### src/sv/gasp_ram.sv
`default_nettype none
module gasp_ram #(
  parameter int WIDTH = 8,
  parameter int DEPTH = 16
) (
  input  logic                     clk,
  input  logic                     we,
  input  logic [$clog2(DEPTH)-1:0] waddr,
  input  logic [WIDTH-1:0]         wdata,
  input  logic [$clog2(DEPTH)-1:0] raddr,
  output logic [WIDTH-1:0]         rdata
);

  logic [WIDTH-1:0] mem [DEPTH];

  always_ff @(posedge clk) begin
    if (we) begin
      mem[waddr] <= wdata;
    end
    rdata <= mem[raddr];
  end

endmodule
`default_nettype wire

### config.mk
export PLATFORM = sky130hd
export DESIGN_NAME = gasp_ram
export DESIGN_NICKNAME = d
export VERILOG_FILES = /design/src/sv/gasp_ram.sv
export SDC_FILE = /design/constraint.sdc
export NUM_CORES = 1
export LEC_CHECK = 0
export BUFFER_PORTS_ARGS = -buffer_cell sky130_fd_sc_hd__buf_4
export CAP_MARGIN = 0
export CORE_AREA = 3 3 96 98
export CTS_BUF_LIST = sky130_fd_sc_hd__clkbuf_4
export DETAILED_ROUTE_END_ITERATION = 8
export DIE_AREA = 0 0 99 101
export HOLD_SLACK_MARGIN = 0.08
export PLACE_DENSITY = 0.83
export SLEW_MARGIN = 0
export SYNTH_ARGS = -nofsm -noshare
export SYNTH_HDL_FRONTEND = slang
export SYNTH_SLANG_ARGS = --single-unit
### constraint.sdc
create_clock -name clk -period 2.1 [get_ports clk]
set_input_delay 0.21 -clock clk [delete_from_list [all_inputs] [get_ports clk]]
set_output_delay 0.21 -clock clk [all_outputs]
set_load 0.02 [all_outputs]
=== After elaboration in Yosys (flattened, before gate mapping) ===
Memories as Yosys holds them, arrays and structs flattened. A register that Yosys moved wholly into a read port is not among the register bits.
Cells that the tools add are included.

* Register bits after elaboration: 0
* Memory bits (writable): 128
* Bits of input ports: 18
* Output and inout bits: 8
* Word-level logic and storage cells: 3
* Memories kept: 1

* Mux-type cells: 2

{| class="wikitable"
|+ Memories
! memory !! depth !! width !! read ports !! clocked after memory_dff !! wr ports !! line !! source
|-
| mem || 16 || 8 || 1 || 1 || 1 || 14 || <nowiki>logic [WIDTH-1:0] mem [DEPTH];</nowiki>
|}

{| class="wikitable"
|+ Operator list
! cell !! count
|-
| two-way mux 1 bit || 2
|}

=== Depth between registers and ports, before layout ===
* Word-level depth: 2
* Depth in mapped cells: 5

=== Worst setup path after synthesis ===
OpenSTA, ideal clock, no wires.

* Path type: input to register
* Start: input port waddr[2]
* End: memory mem[0][0] (enable)
* Library setup time: 0.383 ns
* Arrival time: 1.320 ns
* Setup slack: 0.397 ns
* Stages: 2
* Path through: or3b_2 > nor3_1

{| class="wikitable"
|+ RTL lines
! what !! line !! source
|-
| from (decl) || 8 || <nowiki>input logic [$clog2(DEPTH)-1:0] waddr,</nowiki>
|-
| to (decl) || 14 ||
|}

No word-level cell before the write port.

==> results.json <==
{
  "design.core.area_mm2": 0.008551,
  "slew_viol_final": 0,
  "outcome": "finished clean",
  "clock_latency_ns": 0.49,
  "postCtsSetupBuffers": 0,
  "grt.total_usage_pct": 19.58,
  "cp-end-kind": "flip-flop",
  "fill_cells": 521,
  "finalCriticalPeriod_ns": 1.377,
  "syn_avg_cell_area_um2": 22.48,
  "initial_utilization_pct": 60.20,
  "synth.distinct_cells": 19,
  "clock_power_share_pct": 32.9,
  "r2r-end": "rdata[0]$_DFF_P_",
  "setup_viol": 0,
  "start_kind": "flip-flop",
  "worst_slack_ns": 0.7225,
  "final_common_cell": "edfxtp_1",
  "n_antenna_cell": 0,
  "drt_pass1_iterations": 5,
  "vias": 2420,
  "p_comb_share_pct": 6.3,
  "die_y_um": 101,
  "place_congestion": 0.7476,
  "root_buffer": "clkbuf_4",
  "crit_required_ns": 2.49,
  "cp_cell_sequence": "mux4_2, a22oi_1, nand2_1",
  "final_cell_mix": "edfxtp_1 (128), buf_4 (45), mux4_2 (18), clkbuf_4 (18), a22oi_1 (16)",
  "maxCapViolations": 0,
  "crit_buf_inv": 0,
  "cts_tree": "done",
  "die_w_um": 99,
  "path_class": "flip-flop to flip-flop",
  "antenna_found_initial": 0,
  "power.leakage_nw": 2.001,
  "r2r_start": "mem[11][0]$_DFFE_PP_",
  "port_buffers": 25,
  "critical-path-max-stage-delay_ns": 0.47,
  "drive_gt1_share_pct": 31.25,
  "cts_buffers": 17,
  "synth_fa_ha_area_share_pct": 0,
  "critPathTopFamily": "multiplexers",
  "max_freq_ghz": 0.7260,
  "worstMarginPinSlew_ns": 0.7271,
  "skew_ns": 0.01162,
  "p_seq_share_pct": 60.7,
  "netlist_instances": 229,
  "ios": 26,
  "fp-row-count": 34,
  "via_per_inst": 5.874,
  "r2r_cells": 3,
  "grt_pass1_wl_um": 13910,
  "hold_class": "input pin to flip-flop",
  "dieArea_mm2": 0.009999,
  "nets": 309,
  "htreeDepth": 4,
  "ir_drop_v": 0.0005977,
  "first_iter_violations": 190,
  "hold_viol": 0,
  "crit_arrival_ns": 1.76,
  "wl_per_cell_um": 21.57,
  "switching_share_pct": 22.13,
  "cts.sinks": 136,
  "synth_xor_area_share_pct": 0,
  "synth_top_family_by_area": "multiplexers",
  "ys_ff_latch": 136,
  "reg2reg_setup_slack_ns": 0.72,
  "crit_path_end": "rdata[0]$_DFF_P_",
  "cts_resized": 0,
  "synth_simple_gate_area_share_pct": 3.184,
  "wl_um": 8888,
  "power.internal_mw": 3.904,
  "worst-path-stages": 3,
  "power_density_mw_per_mm2": 849.9,
  "p_switching_mw": 1.109,
  "yosysSeqAreaShare_pct": 77.78,
  "grt_overflow": 0,
  "synth_compound_area_share_pct": 2.333,
  "drc": 0,
  "syn_nets": 247,
  "critPathMaxFanout": 1,
  "ys_warn_count": 0,
  "slowest_stage": "mux4_2",
  "rsz0062_at_grt": "no",
  "ant_nets": 0,
  "maxSlewHeadroom_pct": 51.35,
  "grt_pass1_vias": 2511,
  "grt_max_degree": 33,
  "synthMuxAreaShare_pct": 15.02,
  "clk_pin_slew_ns": 0.12,
  "hpwl_um": 5707,
  "setup_tns_ns": 0,
  "crit_start": "mem[11][0]$_DFFE_PP_",
  "fin_util_pct": 68.98,
  "netlist_area_mm2": 0.005147,
  "place_worst_setup_slack_ns": 0.3412,
  "syn_to_final_growth_pct": 14.58,
  "cts_buffer_depth": 2,
  "timing.final.crit_share_pct": 65.59,
  "hold_ws_ns": 0.2266
}
[layer usage]
metal	part of all wire, %	vias up	global-route usage [%]
met5	0	-	0
met4	0.93	0	7.878
met3	7.9	8	5.467
met2	52	104	31.66
met1	39	1205	25.52
li1	-	1103	-
[worst reg2reg max path, cell delays in order (launching register included)]
cell,delay [ns]
edfxtp_1,0.39
mux4_2,0.47
a22oi_1,0.33
nand2_1,0.09
[worst min path at each step]
| stage | start | endpoint | slack (ns) | cells past startpoint |
|---|---|---|---|---|
| after CTS | waddr[0] | mem[4][3]$_DFFE_PP_ | 0.18 | 3 |
| after detailed placement | wdata[0] | mem[3][0]$_DFFE_PP_ | 0.52 | 1 |
| after global placement | wdata[2] | mem[15][2]$_DFFE_PP_ | 0.51 | 1 |
| final | waddr[0] | mem[4][7]$_DFFE_PP_ | 0.23 | 3 |
| after floorplan | wdata[0] | mem[0][0]$_DFFE_PP_ | 0.31 | 0 |
| after global routing | waddr[0] | mem[12][6]$_DFFE_PP_ | 0.17 | 3 |
[flip-flops by register name, indices dropped and copies added, names as in the netlist]
register	cells
rdata	8
mem	128
[cells by family after synthesis]
group / Yosys count
flops: 136
simple gates: 35
mux: 32
compound gates: 16
buf+inv: 10
[power groups by stage]
stage	combinational (mW)	sequential [mW]	clock, mW
floorplan	0.154	3.13	0
global placement	0.302	3.11	0
detailed placement	0.311	3.11	0
CTS	0.323	3.05	1.69
global route	0.342	3.05	1.83
finish	0.318	3.05	1.65
[layout make-up]
class                   count  area [um^2]  area share, %
clock buffers              18        135.1          2.291
well taps                 108        135.1          2.291
multi-input cells          83         1057          17.93
repair buffers             53        417.9          7.085
flip-flops and latches    136         4004          67.88
clock inverters            14        148.9          2.524
[synthesized netlist by cell type]
library cell | instances | area (um^2)
or3b_2 | 1 | 8.760
nor2b_1 | 1 | 6.260
buf_6 | 3 | 33.78
nor3_1 | 4 | 20.02
nand2b_1 | 2 | 12.51
nand3_1 | 1 | 5.000
nor2_1 | 13 | 48.80
and2_1 | 1 | 6.260
buf_4 | 1 | 7.510
nand3b_1 | 2 | 15.01
and2b_1 | 1 | 7.510
mux4_2 | 18 | 405.4
nand2_1 | 9 | 33.78
clkdlybuf4s25_2 | 3 | 30.03
dfxtp_1 | 8 | 160.2
a22oi_1 | 16 | 120.1
buf_2 | 3 | 15.01
edfxtp_1 | 128 | 3844
mux4_1 | 14 | 367.9
[per-stage QoR]
stage / instances / power (mW) / cell area, um^2
3_5_place_dp: 372 / 3.420 / 5534
4_1_cts: 412 / 5.061 / 5898
3_3_place_gp: 372 / 3.408 / 5534
2_1_floorplan: 229 / 3.281 / 5147
5_1_grt: 412 / 5.222 / 5898
6_report: 412 / 5.013 / 5898
[repair_timing]
action,in CTS,in global routing
endpoints found under the setup margin,0,0
hold buffers,8,0
endpoints found under the hold margin,128,0
Note: power is estimated with default switching activity, not from simulation.
